$ cat src/rtl/f4el_pkg.sv
// shared types, constants and helpers for the eight-lane fletcher-4 checksum core
`default_nettype none

package f4el_pkg;

  localparam int LANE_COUNT = 8;
  localparam int WORD_W     = 32;
  localparam int SUM_W      = 64;
  localparam int WEIGHT_W   = 10;
  localparam int HALF_COUNT = 2;
  localparam int HALF_LANES = LANE_COUNT / HALF_COUNT;

  // power-of-eight scaling of the second, third and fourth lane sums
  localparam int SHIFT_B = 3;
  localparam int SHIFT_C = 6;
  localparam int SHIFT_D = 9;

  typedef logic [WORD_W-1:0]   word_t;
  typedef logic [SUM_W-1:0]    sum_t;
  typedef logic [WEIGHT_W-1:0] weight_t;

  // fixed merge weights, indexed by lane
  localparam weight_t W_LANE [LANE_COUNT] = '{0, 1, 2, 3, 4, 5, 6, 7};
  localparam weight_t W_CA   [LANE_COUNT] = '{0, 0, 1, 3, 6, 10, 15, 21};
  localparam weight_t W_CB   [LANE_COUNT] = '{28, 36, 44, 52, 60, 68, 76, 84};
  localparam weight_t W_DA   [LANE_COUNT] = '{0, 0, 0, 1, 4, 10, 20, 35};
  localparam weight_t W_DB   [LANE_COUNT] = '{56, 84, 120, 164, 216, 276, 344, 420};
  localparam weight_t W_DC   [LANE_COUNT] = '{448, 512, 576, 640, 704, 768, 832, 896};

  // input transaction: one 32-byte chunk
  typedef struct packed {
    word_t word_0;
    word_t word_1;
    word_t word_2;
    word_t word_3;
    word_t word_4;
    word_t word_5;
    word_t word_6;
    word_t word_7;
    logic  last_chunk;
  } in_data_t;

  // result transaction: the four serial sums
  typedef struct packed {
    sum_t sum_a;
    sum_t sum_b;
    sum_t sum_c;
    sum_t sum_d;
  } out_data_t;

  // cascaded sums held by one lane
  typedef struct packed {
    sum_t first_sum;
    sum_t second_sum;
    sum_t third_sum;
    sum_t fourth_sum;
  } lane_sums_t;

  // merge pipeline occupancy
  typedef struct packed {
    logic s1_valid;
    logic s2_valid;
  } mrg_status_t;

  // byte reversal within a 32-bit word
  function automatic word_t byte_swap(input word_t w);
    byte_swap = {w[7:0], w[15:8], w[23:16], w[31:24]};
  endfunction

endpackage

`default_nettype wire

$ cat src/rtl/f4el_lane.sv
// one checksum lane: four cascaded 64-bit running sums
`default_nettype none

module f4el_lane (
  input  wire logic                 clk,
  input  wire logic                 rst_n,
  input  wire logic                 upd,
  input  wire logic                 clr,
  input  wire logic                 swap,
  input  wire f4el_pkg::word_t      word,
  output f4el_pkg::lane_sums_t      lane_out
);

  f4el_pkg::lane_sums_t sums_r;
  f4el_pkg::lane_sums_t sums_nxt;
  f4el_pkg::lane_sums_t base;
  f4el_pkg::sum_t       word_ext;
  logic                 clr_r;

  // optional byte reversal, then zero extension
  always_comb begin
    if (swap) begin
      word_ext = {{(f4el_pkg::SUM_W-f4el_pkg::WORD_W){1'b0}}, f4el_pkg::byte_swap(word)};
    end else begin
      word_ext = {{(f4el_pkg::SUM_W-f4el_pkg::WORD_W){1'b0}}, word};
    end
  end

  // a finished buffer stays visible to the merge; the next chunk starts from zero
  always_comb begin
    if (clr_r) begin
      base = '0;
    end else begin
      base = sums_r;
    end
  end

  // cascade: each sum absorbs the updated value of the one before it
  always_comb begin
    sums_nxt.first_sum  = base.first_sum  + word_ext;
    sums_nxt.second_sum = base.second_sum + sums_nxt.first_sum;
    sums_nxt.third_sum  = base.third_sum  + sums_nxt.second_sum;
    sums_nxt.fourth_sum = base.fourth_sum + sums_nxt.third_sum;
  end

  always_ff @(posedge clk) begin
    if (!rst_n) begin
      sums_r <= '0;
      clr_r  <= 1'b0;
    end else if (upd) begin
      sums_r <= sums_nxt;
      clr_r  <= clr;
    end
  end

  assign lane_out = sums_r;

endmodule

`default_nettype wire

$ cat config.mk
export PLATFORM = sky130hd
export DESIGN_NAME = f4el_lane
export DESIGN_NICKNAME = d
export VERILOG_FILES = /design/src/rtl/f4el_pkg.sv /design/src/rtl/f4el_lane.sv
export SDC_FILE = /design/constraint.sdc
export NUM_CORES = 1
export LEC_CHECK = 0
export BUFFER_PORTS_ARGS = -buffer_cell sky130_fd_sc_hd__buf_4
export CORE_ASPECT_RATIO = 0.75
export CORE_MARGIN = 4
export CORE_UTILIZATION = 60
export DETAILED_ROUTE_END_ITERATION = 10
export GPL_TIMING_DRIVEN = 0
export PLACE_DENSITY = 0.84
export SYNTH_ARGS = -nofsm -noshare
export SYNTH_HDL_FRONTEND = slang
export SYNTH_SLANG_ARGS = --single-unit
$ cat constraint.sdc
create_clock -name clk -period 13.5 [get_ports clk]
set_input_delay 2.7 -clock clk [delete_from_list [all_inputs] [get_ports clk]]
set_output_delay 2.7 -clock clk [all_outputs]
set_load 0.01 [all_outputs]
# Word level (Yosys, flattened, before mapping)

Cells that the tools add are included.

Latch bits: 0
Bits in writable memories: 0
Memories kept: 0
Bits in read-only memories: 0
Bits of input ports: 37
Output and inout bits: 256
Word-level logic and storage cells: 11
Register bits: 257

Mux-type cells: 2
Div/mod/pow operators: 0
Multiply operators: 0
Add/sub/neg operators: 4
Reductions and logical operators: 0
Equality and inequality tests: 0
Bitwise gates (word level): 0
Shift operators: 0
Order comparisons: 0

Operators by type and width:

| kind           | number |
|---|---|
| $add 64x64->64 | 4 |
| $mux 256       | 1 |
| $mux 32        | 1 |

# Longest topological paths before layout

Gate-level depths: netlist of run 1.

Depth in word-level cells: 5
Gate-level depth with buffers: 55
Mapped depth without buffers: 50

# Worst setup path after synthesis of run 1

Ideal clock, no wire load.

Kind: input to register
Start point: in swap
End point: reg sums_r (netlist bit lane_out[61])
Path slack: 1.448 ns
Setup time: 0.117 ns
Stages on the path: 48
Data arrival time: 11.936 ns
Path buffers: 5
Required time: 13.383 ns
Path through: clkbuf_1 -> buf_1 -> mux2_2 -> ha_1 -> a21o_1 -> a21o_1 -> a21o_1 -> a21o_1 -> a21oi_1 -> o21ai_0 -> a21oi_1 -> a211oi_1 -> nor4_1 -> clkbuf_1 -> or3_1 -> xnor2_1 -> ha_1 -> nor2b_1 -> [12 not listed] -> a21oi_1 -> o32ai_1 -> o21ba_2 -> o21bai_1 -> xor2_1 -> ha_1 -> clkbuf_1 -> a21oi_1 -> o21bai_1 -> a21o_1 -> a21oi_1 -> nor2b_1 -> o21ai_0 -> nand2b_1 -> a211oi_1 -> o21ai_0 -> xor2_1 -> a22o_1

RTL lines:

| what                 | RTL line        | text |
|---|---|---|
| start, declared      | f4el_lane.sv:9  | `input wire logic swap,` |
| end signal, assigned | f4el_lane.sv:51 | `sums_r <= sums_nxt;` |
| end, declared        | f4el_lane.sv:14 | `f4el_pkg::lane_sums_t sums_r;` |

==> impl_metrics.json, run 1 <==
{
  "synth-compound-area-share_pct": 21.99,
  "avgRoutedWirePerCell_um": 24.08,
  "worstMarginPinSlew_ps": 1366,
  "cts.path.max_buffers": 3,
  "antenna_found_initial": 0,
  "avgSynthCellArea_sq_um": 7.761,
  "cp_slowest_cell": "or4_1",
  "dr.pass1.iters": 8,
  "synth_top_family_by_area": "simple AND/OR/NAND/NOR gates",
  "cts_root_buf": "clkbuf_16",
  "synth_xor_area_share_pct": 8.713,
  "htreeDepth": 1,
  "hold_end": "lane_out[51]$_SDFFE_PN0P_",
  "core_sq_mm": 0.03879,
  "slew_viol_final": 0,
  "dp_hpwl_um": 73760,
  "cap_violations": 0,
  "grt_max_degree": 16,
  "outcome": "completed",
  "drtIter0Drc": 3280,
  "ir_drop_mv": 0.3252,
  "hold_path_class": "register to register",
  "design_power_total_uw": 6437,
  "wl_um": 94910,
  "ys_types": 83,
  "chipHeight_um": 180.8,
  "post-route-min-period_ps": 13250,
  "layout_setup_ws_ps": 245.1,
  "r2r-end": "lane_out[63]$_SDFFE_PN0P_",
  "hp-start": "lane_out[51]$_SDFFE_PN0P_",
  "cts_buffers": 31,
  "slowest_delay_ps": 500,
  "r2r-start": "clr_r$_SDFFE_PN0P_",
  "crit_type": "input port to register",
  "maxClockFrequency_ghz": 0.07544,
  "placed_cells": 3878,
  "cts_tree": "done",
  "hold-worst-slack_ps": 497.3,
  "post-route-period-util_pct": 98.18,
  "nets": 3666,
  "viasPerCell": 6.585,
  "die_w_um": 238.4,
  "syn_nets": 3339,
  "insertion_delay_ps": 610,
  "ios": 293,
  "synthAdderAreaFrac_pct": 11.91,
  "final_cell_count_no_fill": 3941,
  "synthSimpleGateAreaFrac_pct": 24.03,
  "worstHoldPathCells": 2,
  "grt_pass1_wl_um": 141600,
  "grt-ovfl-total": 0,
  "cp.required_ps": 14040,
  "cts.sinks": 257,
  "yosys_warnings": 0,
  "netlist_area_sq_mm": 0.02388,
  "finalSetupTns_ps": 0,
  "ant_nets": 0,
  "powerDensity_mw_per_mm2": 227.9,
  "slew_headroom_pct": 8.912,
  "synth_seq_cells": 257,
  "final.setup_skew_ps": 23.96,
  "p_leak_uw": 0.01344,
  "clkSlewWorstSetupHoldPaths_ps": 60,
  "worstRegToRegCells": 50,
  "crit_fanout": 10,
  "layout_common_cells": "nor2_1 (336), buf_4 (297), nor2b_1 (264)",
  "reg2reg_slack_ps": 930,
  "antenna-diode-count": 0,
  "syn_inst": 3077,
  "crit_path_end_kind": "register",
  "rows": 62,
  "remaining_drc_errors": 0,
  "port_buffers": 289,
  "synth_edf_count": 0,
  "vias": 25950,
  "yosysSeqAreaShare_pct": 21.54,
  "dieArea_sq_mm": 0.04309,
  "track_usage_pct": 41.17,
  "synthToLayoutAreaGrowth_pct": 18.27,
  "start_kind": "input port",
  "final_layout_size_suffix_gt1_share_pct": 13.53,
  "ys.flop_type": "dfxtp_1",
  "layout.cells.most_common": "nor2_1",
  "hold_viol": 0,
  "grt_pass1_vias": 24270,
  "async_flop_share_pct": 0,
  "arrival_ps": 13790,
  "hold_buffers": 0,
  "synth.area.mux_share_pct": 8.304,
  "place_ws_ps": -2140,
  "setup_violations": 0,
  "gp_congestion": 1.042,
  "initial_core_util_pct": 61.57
}
[sequential cells by signal, indices dropped and copies added, names as in the netlist]
signal	count
clr_r	1
lane_out	256
[synth_stat cells (33+ instances only)]
| cell type | n | area (sq um) |
|---|---|---|
| nor3_1 | 55 | 275.3 |
| nor2_1 | 337 | 1265 |
| dfxtp_1 | 257 | 5145 |
| nand2_1 | 177 | 664.4 |
| nand3_1 | 88 | 440.4 |
| o21bai_1 | 49 | 367.9 |
| and3_1 | 43 | 269.0 |
| clkbuf_1 | 131 | 491.7 |
| a31oi_1 | 33 | 206.5 |
| inv_1 | 67 | 251.5 |
| mux2i_1 | 161 | 1612 |
| ha_1 | 221 | 2765 |
| mux2_2 | 33 | 371.6 |
| o21ai_0 | 140 | 700.7 |
| a21o_1 | 124 | 930.9 |
| xor2_1 | 63 | 551.8 |
| xnor2_1 | 170 | 1489 |
| a21oi_1 | 254 | 1271 |
| nand4_1 | 44 | 275.3 |
| nor2b_1 | 265 | 1658 |
[cells by family (layout without fill, tap and decap cells)]
kind of cell,after synthesis,in the layout
flip-flops,257,257
adder cells (fa/ha/maj),225,225
AO/OA/AOI/OAI,813,813
AND/OR/NAND/NOR,1132,1132
buffers and inverters,221,573
XOR/XNOR,235,235
multiplexers,194,194
[how the worst max path moves through the flow]
stage               start  cells after the start                   endpoint  slack, ps
floorplan            swap                     48  lane_out[61]$_SDFFE_PN0P_       1450
global placement     swap                     43  lane_out[63]$_SDFFE_PN0P_      -2130
detailed placement   swap                     43  lane_out[63]$_SDFFE_PN0P_      -2140
CTS                  swap                     43  lane_out[63]$_SDFFE_PN0P_          5
global route         swap                     47  lane_out[63]$_SDFFE_PN0P_       -100
finish               swap                     47  lane_out[63]$_SDFFE_PN0P_        250
[critical path: cells and delay by family]
family,cells,cell delay [ps]
and+or+nand+nor,11,2540
xor gates and xnor gates,4,1110
AOI/OAI and AO/OA,22,4480
adders and majority gates,4,1520
muxes,2,560
buffers and inverters,4,860
[stage by stage]
stage,cell area [sq um],utilization [%]
5_1_grt,28240,72.82
3_3_place_gp,26690,68.82
4_1_cts,27900,71.94
2_1_floorplan,23880,-
3_5_place_dp,26690,68.82
6_report,28240,72.82
[where the power goes]
part	switching (uW)	total, uW	internal, uW
Clock	384	966	583
Combinational	2760	4450	1690
Sequential	123	1020	898
[metal layers]
| layer | track usage, % | up-vias | wire, um |
|---|---|---|---|
| met4 | 16.62 | 2 | 4526 |
| met2 | 58.68 | 1763 | 37950 |
| met3 | 11.86 | 301 | 13420 |
| li1 | - | 11720 | - |
| met5 | 1.122 | - | 66 |
| met1 | 58.10 | 12170 | 38940 |
[cell type report]
type	count	area (sq um)
repair buffers	297	2230
clock buffers	38	852.1
well taps	512	640.6
flip-flops and latches	257	5145
fillers	3110	10540
inverters	68	255.2
clock inverters	20	300.3
plain buffers	150	584.3
multi-input cells	2599	18240
[what timing repair did]
item,4_1_cts,5_1_grt
resized for setup,14,57
setup buffers,0,8
endpoints found under the setup margin,6,12
pin swaps,0,8
No activity file was read; power rests on OpenSTA's default activity.
==> run 2, diff against run 1 <==
--- a/config.mk
+++ b/config.mk
@@ -8,10 +8,11 @@
 export BUFFER_PORTS_ARGS = -buffer_cell sky130_fd_sc_hd__buf_4
 export CORE_ASPECT_RATIO = 0.75
 export CORE_MARGIN = 4
-export CORE_UTILIZATION = 60
+export CORE_UTILIZATION = 30
 export DETAILED_ROUTE_END_ITERATION = 10
 export GPL_TIMING_DRIVEN = 0
-export PLACE_DENSITY = 0.84
+export PLACE_DENSITY = 0.49
+export SETUP_SLACK_MARGIN = 0.5
 export SYNTH_ARGS = -nofsm -noshare
 export SYNTH_HDL_FRONTEND = slang
 export SYNTH_SLANG_ARGS = --single-unit
==> run 2 against run 1 <==
Effect of this change:
- power barely moved
- clock-buffer cell count is 14 higher
- sequential share of layout area decreased by 0.64 points
- combinational power is 2% lower
- worst setup slack better by 550 ps
- flip-flop and latch count unchanged
- via count fell by 7.6%
- clock skew is 5.7 ps lower
- die area rose by 95%
- cell count is 14% higher
- critical path type unchanged
- largest power group unchanged
==> impl_metrics.json, run 2 (synthesized netlist as in run 1, its figures left out) <==
{
  "cap_violations": 0,
  "placed_cells": 4412,
  "vias": 23970,
  "switching_share_pct": 49.80,
  "dieArea_sq_mm": 0.08423,
  "slowest_delay_ps": 510,
  "hp-start": "lane_out[55]$_SDFFE_PN0P_",
  "remaining_drc_errors": 0,
  "maxClockFrequency_ghz": 0.07872,
  "final-seq-area_sq_mm": 0.005145,
  "drtIter0Drc": 1751,
  "hold_path_class": "register to register",
  "crit_fanout": 10,
  "track_usage_pct": 23.26,
  "gp_congestion": 0.9237,
  "fillers": 8309,
  "insertion_delay_ps": 560,
  "htreeDepth": 2,
  "multiInputGateArea_sq_mm": 0.01838,
  "post-route-period-util_pct": 94.10,
  "p_leak_uw": 0.01361,
  "outcome": "completed",
  "grt_pass1_wl_um": 149100,
  "start_kind": "input port",
  "cp.required_ps": 14000,
  "cts.path.max_buffers": 3,
  "post-route-min-period_ps": 12700,
  "cts_tree": "done",
  "cts_buffers": 35,
  "viasPerCell": 5.332,
  "final.setup_skew_ps": 18.30,
  "die_w_um": 333.8,
  "startpoint": "swap",
  "switchingPower_uw": 3209,
  "grt_max_degree": 13,
  "final_layout_size_suffix_gt1_share_pct": 14.91,
  "pwr-share-clk_pct": 16.1,
  "wl_um": 102500,
  "slew_headroom_pct": 1.374,
  "ios": 293,
  "chipHeight_um": 252.3,
  "layout_setup_ws_ps": 796.2,
  "dp_hpwl_um": 81520,
  "hold_buffers": 0,
  "port_buffers": 289,
  "dr.pass1.iters": 5,
  "synthToLayoutAreaGrowth_pct": 22.60,
  "ir_drop_mv": 0.1310,
  "rsz0062_at_grt": "true",
  "sequentialPowerShare_pct": 15.9,
  "crit_type": "input port to register",
  "placed_area_sq_mm": 0.02736,
  "cp_common_cell": "a21o_1",
  "r2r-start": "clr_r$_SDFFE_PN0P_",
  "initial_core_util_pct": 30.33,
  "setup_violations": 0,
  "ant_nets": 0,
  "rows": 89,
  "grt_pass1_vias": 22250,
  "avgRoutedWirePerCell_um": 22.81,
  "arrival_ps": 13200,
  "grt-ovfl-total": 0,
  "layout.cells.most_common": "nor2_1",
  "place_ws_ps": -1976,
  "worstMarginPinSlew_ps": 1479,
  "slew_viol_final": 0,
  "clkSlewWorstSetupHoldPaths_ps": 60,
  "antenna_found_initial": 1,
  "crit_path_end_kind": "register",
  "cp_slowest_cell": "or4_1",
  "final_cell_area_sq_mm": 0.02928,
  "combinationalPowerShare_pct": 68.0,
  "hold_viol": 0,
  "largest_reg_flops": 256,
  "cts.sinks": 257,
  "layout_common_cells": "nor2_1 (334), buf_4 (312), nor2b_1 (264)",
  "p_int_uw": 3234,
  "cts_root_buf": "clkbuf_16",
  "powerDensity_mw_per_mm2": 220.1,
  "nets": 3685,
  "core_sq_mm": 0.07873,
  "final_cell_count_no_fill": 4495
}
==> run 2: changes by cell type in the layout (fill, tap and decap cells not counted), sizes merged <==
| cell | delta |
|---|---|
| clkbuf | +13 |
| inv | -1 |
| clkinv | -1 |
| bufinv | -3 |
| diode | +1 |
| buf | +16 |
| clkinvlp | -5 |
==> run 2: cell type report <==
class,instances,share of cell area (%)
Multi-Input combinational cell,2599,62.79
Sequential cell,257,17.57
Buffer,153,2.098
Timing Repair Buffer,309,7.923
Clock buffer,52,3.731
Inverter,68,0.8718
Clock inverter,10,0.5342
Antenna cell,1,0.008547
Tap cell,1046,4.470
==> run 2: layer usage <==
metal  track usage (%)  part of all wire, %
met5                 0                    0
met2             34.47                   41
met1             34.23                   49
met3             5.565                  8.4
met4             4.530                  1.9
==> run 2: path summary, 6_finish.rpt <==
kind / endpoint / slack, ps / depth (start not counted)
worst min-delay path: lane_out[55]$_SDFFE_PN0P_ / 480 / 2
worst min register to register: lane_out[55]$_SDFFE_PN0P_ / 480 / 2
worst max register to register: lane_out[63]$_SDFFE_PN0P_ / 1430 / 47
worst max-delay path: lane_out[63]$_SDFFE_PN0P_ / 800 / 44
==> run 2: repair_timing <==
action	in CTS	in global routing
gates cloned	0	0
gates resized for setup	52	71
setup buffers	6	14
pin swaps	12	25
setup endpoints to repair	19	16
==> run 2: critical path, delay by kind of cell <==
family / cells / cell delay (ps)
AOI/OAI and AO/OA: 24 / 4990
xor gates and xnor gates: 4 / 1130
adders and majority gates: 4 / 1420
buffers and inverters: 3 / 550
muxes: 2 / 580
and+or+nand+nor: 7 / 1790
==> run 2: stage by stage <==
stage | hold WS (ps) | util [%] | total power, uW | TNS [ps]
after CTS | 479.2 | 36.72 | 6384 | 0
after floorplan | 490.3 | - | 4057 | 0
after global placement | 470.0 | 34.75 | 5302 | -14310
after global routing | 512.8 | 37.19 | 6971 | 0
after detailed placement | 468.2 | 34.75 | 5274 | -14090
final | 477.6 | 37.19 | 6443 | 0
==> run 2: power groups by stage <==
stage | sequential (uW) | combinational [uW] | clock [uW]
6_report | 1020 | 4380 | 1040
4_1_cts | 1020 | 4300 | 1060
3_3_place_gp | 1040 | 4270 | 0
2_1_floorplan | 1040 | 3010 | 0
5_1_grt | 1040 | 4850 | 1080
3_5_place_dp | 1040 | 4240 | 0
==> run 3, diff against run 2 <==
--- a/config.mk
+++ b/config.mk
@@ -5,13 +5,14 @@
 export SDC_FILE = /design/constraint.sdc
 export NUM_CORES = 1
 export LEC_CHECK = 0
+export ABC_AREA = 1
 export BUFFER_PORTS_ARGS = -buffer_cell sky130_fd_sc_hd__buf_4
 export CORE_ASPECT_RATIO = 0.75
 export CORE_MARGIN = 4
 export CORE_UTILIZATION = 30
 export DETAILED_ROUTE_END_ITERATION = 10
 export GPL_TIMING_DRIVEN = 0
-export PLACE_DENSITY = 0.49
+export PLACE_DENSITY = 0.48
 export SETUP_SLACK_MARGIN = 0.5
 export SYNTH_ARGS = -nofsm -noshare
 export SYNTH_HDL_FRONTEND = slang
==> run 3 against run 2 <==
Effect of this change:
- the run now ends with capacitance limit, slew limit left
- cell count is 32% higher
- global-route usage grew 1.6 points
- wire length grew 19%
- first-iteration DRC count is 58% higher
- clock power about the same
- critical endpoint is now lane_out[61]$_SDFFE_PN0P_
- largest power group unchanged
==> impl_metrics.json, run 3 <==
{
  "avgRoutedWirePerCell_um": 20.47,
  "syn_inst": 4431,
  "hold_viol": 0,
  "switching_share_pct": 55.61,
  "synth_seq_cells": 257,
  "worstMarginPinSlew_ps": 1508,
  "cts.path.max_buffers": 3,
  "yosysSeqAreaShare_pct": 19.33,
  "insertion_delay_ps": 590,
  "dr.pass1.iters": 6,
  "dp_hpwl_um": 103200,
  "setup_violations": 0,
  "cts.sinks": 257,
  "die_w_um": 352.0,
  "crit_path_end_kind": "register",
  "use_met1_pct": 36.99,
  "rsz0062_at_grt": "false",
  "antenna_found_initial": 4,
  "cts_tree": "done",
  "grt_pass1_wl_um": 175700,
  "met2_usage_pct": 36.67,
  "r2r-start": "clr_r$_SDFFE_PN0P_",
  "outcome": "finished with violations",
  "ios": 293,
  "rows": 94,
  "gp_congestion": 0.9665,
  "worstRegToRegCells": 60,
  "worstHoldPathCells": 2,
  "remaining_drc_errors": 0,
  "cp_common_cell": "nand2_1",
  "finalSetupTns_ps": 0,
  "dieArea_sq_mm": 0.09361,
  "start_kind": "input port",
  "slew_headroom_pct": -0.5248,
  "hold_end": "lane_out[1]$_SDFFE_PN0P_",
  "p_int_uw": 3295,
  "drtIter0Drc": 2774,
  "maxClockFrequency_ghz": 0.08076,
  "core_sq_mm": 0.08786,
  "grt_util_met3_pct": 5.537,
  "layout.cells.most_common": "inv_1",
  "post-route-period-util_pct": 91.72,
  "powerDensity_mw_per_mm2": 235.1,
  "cp_slowest_cell": "o21ai_0",
  "arrival_ps": 12870,
  "combinationalPowerShare_pct": 71.3,
  "grt-ovfl-total": 0,
  "clkSlewWorstSetupHoldPaths_ps": 60,
  "post-route-min-period_ps": 12380,
  "vias": 29690,
  "cp.required_ps": 13990,
  "reg2reg_slack_ps": 1200,
  "pwr-share-clk_pct": 14.1,
  "ys.flop_type": "dfxtp_1",
  "path_delay_family": "simple AND/OR/NAND/NOR gates",
  "viasPerCell": 4.998,
  "sequentialPowerShare_pct": 14.6,
  "synth_common_cells": "inv_1 (992), nor2_1 (600), a21oi_1 (594)",
  "cts_root_buf": "clkbuf_16",
  "netlist_area_sq_mm": 0.02662,
  "cts_buffers": 35,
  "r2r-end": "lane_out[61]$_SDFFE_PN0P_",
  "ys_top_cells_by_area": "dfxtp_1 (19%), inv_1 (14%), a21oi_1 (11%)",
  "switchingPower_uw": 4128,
  "track_usage_pct": 24.83,
  "synth.top_cell.area_share_pct": 19.33,
  "critPathBufInv": 6,
  "port_buffers": 290,
  "initial_core_util_pct": 30.30,
  "hp-start": "lane_out[1]$_SDFFE_PN0P_",
  "synth_most_common_cell": "inv_1",
  "slew_viol_final": 11,
  "grt_pass1_vias": 27200,
  "failed_checks": "capacitance limit, slew limit",
  "layout_common_cells": "inv_1 (992), nor2_1 (600), a21oi_1 (593)",
  "syn_nets": 4693,
  "async_flop_share_pct": 0,
  "htreeDepth": 2,
  "grt_max_degree": 14,
  "chipHeight_um": 266.0,
  "slowest_delay_ps": 620,
  "top_usage_layer": "met1",
  "crit_fanout": 10,
  "cap_violations": 1,
  "crit_type": "input port to register",
  "ant_nets": 0,
  "synthToLayoutAreaGrowth_pct": 18.60,
  "hold_buffers": 0,
  "ys_types": 61,
  "final_layout_size_suffix_gt1_share_pct": 9.277,
  "final.setup_skew_ps": 32.10,
  "largest_reg_flops": 256,
  "ir_drop_mv": 0.1686,
  "avgSynthCellArea_sq_um": 6.008,
  "hold_path_class": "register to register",
  "fin_util_pct": 35.94,
  "yosys_warnings": 0,
  "wl_um": 121600,
  "p_leak_uw": 0.01665,
  "synth_edf_count": 0,
  "yosysTopAreaCell": "dfxtp_1",
  "nets": 5021
}
## run 3: cell count changes in the layout (fill, tap and decap cells not counted), moves of 161 or more
cell,previous run,this run
inv_1,67,992
a21oi_1,238,593
nand2_1,176,521
nor2_1,334,600
nor2b_1,264,0
o21ai_0,132,367
mux2i_1,161,0
## run 3: layout make-up
class / count / area, sq um
Buffer: 121 / 485.5
Multi-Input combinational cell: 3055 / 17320
Fill cell: 9930 / 56290
Timing Repair Buffer: 291 / 2185
Clock buffer: 47 / 1011
Sequential cell: 257 / 5145
Clock inverter: 17 / 235.2
Antenna cell: 1 / 2.502
Inverter: 998 / 3746
Tap cell: 1152 / 1441
## run 3: worst max-delay path by stage
stage	cells after the start	end	start	slack (ps)
final	55	lane_out[61]$_SDFFE_PN0P_	swap	1120
after global routing	52	lane_out[54]$_SDFFE_PN0P_	swap	620
after CTS	54	lane_out[61]$_SDFFE_PN0P_	swap	680
after detailed placement	54	lane_out[61]$_SDFFE_PN0P_	swap	90
after global placement	54	lane_out[59]$_SDFFE_PN0P_	swap	80
after floorplan	51	lane_out[59]$_SDFFE_PN0P_	swap	3610
## run 3: power groups by stage
stage	clock network, uW	logic, uW	registers [uW]
after floorplan	0	3480	1110
after global placement	0	5220	1100
after detailed placement	0	5200	1100
after CTS	1080	5240	1090
after global routing	1100	5840	1100
final	1050	5290	1080
## run 3: timing repair
action,4_1_cts,5_1_grt
setup endpoints to repair,0,15
hold endpoints to repair,0,0
resized for setup,0,20
setup buffers,0,1
## run 3: cells by family (layout without fill, tap and decap cells)
logic type,Yosys count,after routing,share of synthesized area [%]
DFF,257,257,19.33
and+or+nand+nor,1373,1373,21.36
adders and majority gates,225,225,10.69
other,0,1,0
buffers and inverters,1119,1474,15.88
AOI/OAI and AO/OA,1233,1233,25.37
xor gates and xnor gates,224,224,7.370
## run 3: stage by stage
stage                     power, uW  worst slack, ps  hold slack [ps]  cells  instance area (sq um)
after floorplan                4587             3609            493.0   4431                  26620
after global placement         6325            80.75            476.3   5873                  30240
after detailed placement       6305            91.74            470.5   5873                  30240
after CTS                      7406            680.1            485.1   5937                  31480
after global routing           8040            617.1            515.2   5938                  31570
final                          7423             1118            482.8   5939                  31570
## run 3: per-layer routing
layer | up-vias | share of wire [%] | routed length, um
met3 | 88 | 8.3 | 10070
li1 | 14990 | - | -
met5 | - | 0 | 0
met1 | 13650 | 49 | 60120
met2 | 953 | 41 | 49480
met4 | 0 | 1.6 | 1897
## run 3: worst reg2reg max path, delay by kind of cell (launching register included)
kind            cells  cell delay [ps]
compound gates     14             3020
xor+xnor            2              460
fa+ha+maj           5             1880
buf+inv             9             2480
flops               1              440
simple gates       30             3880
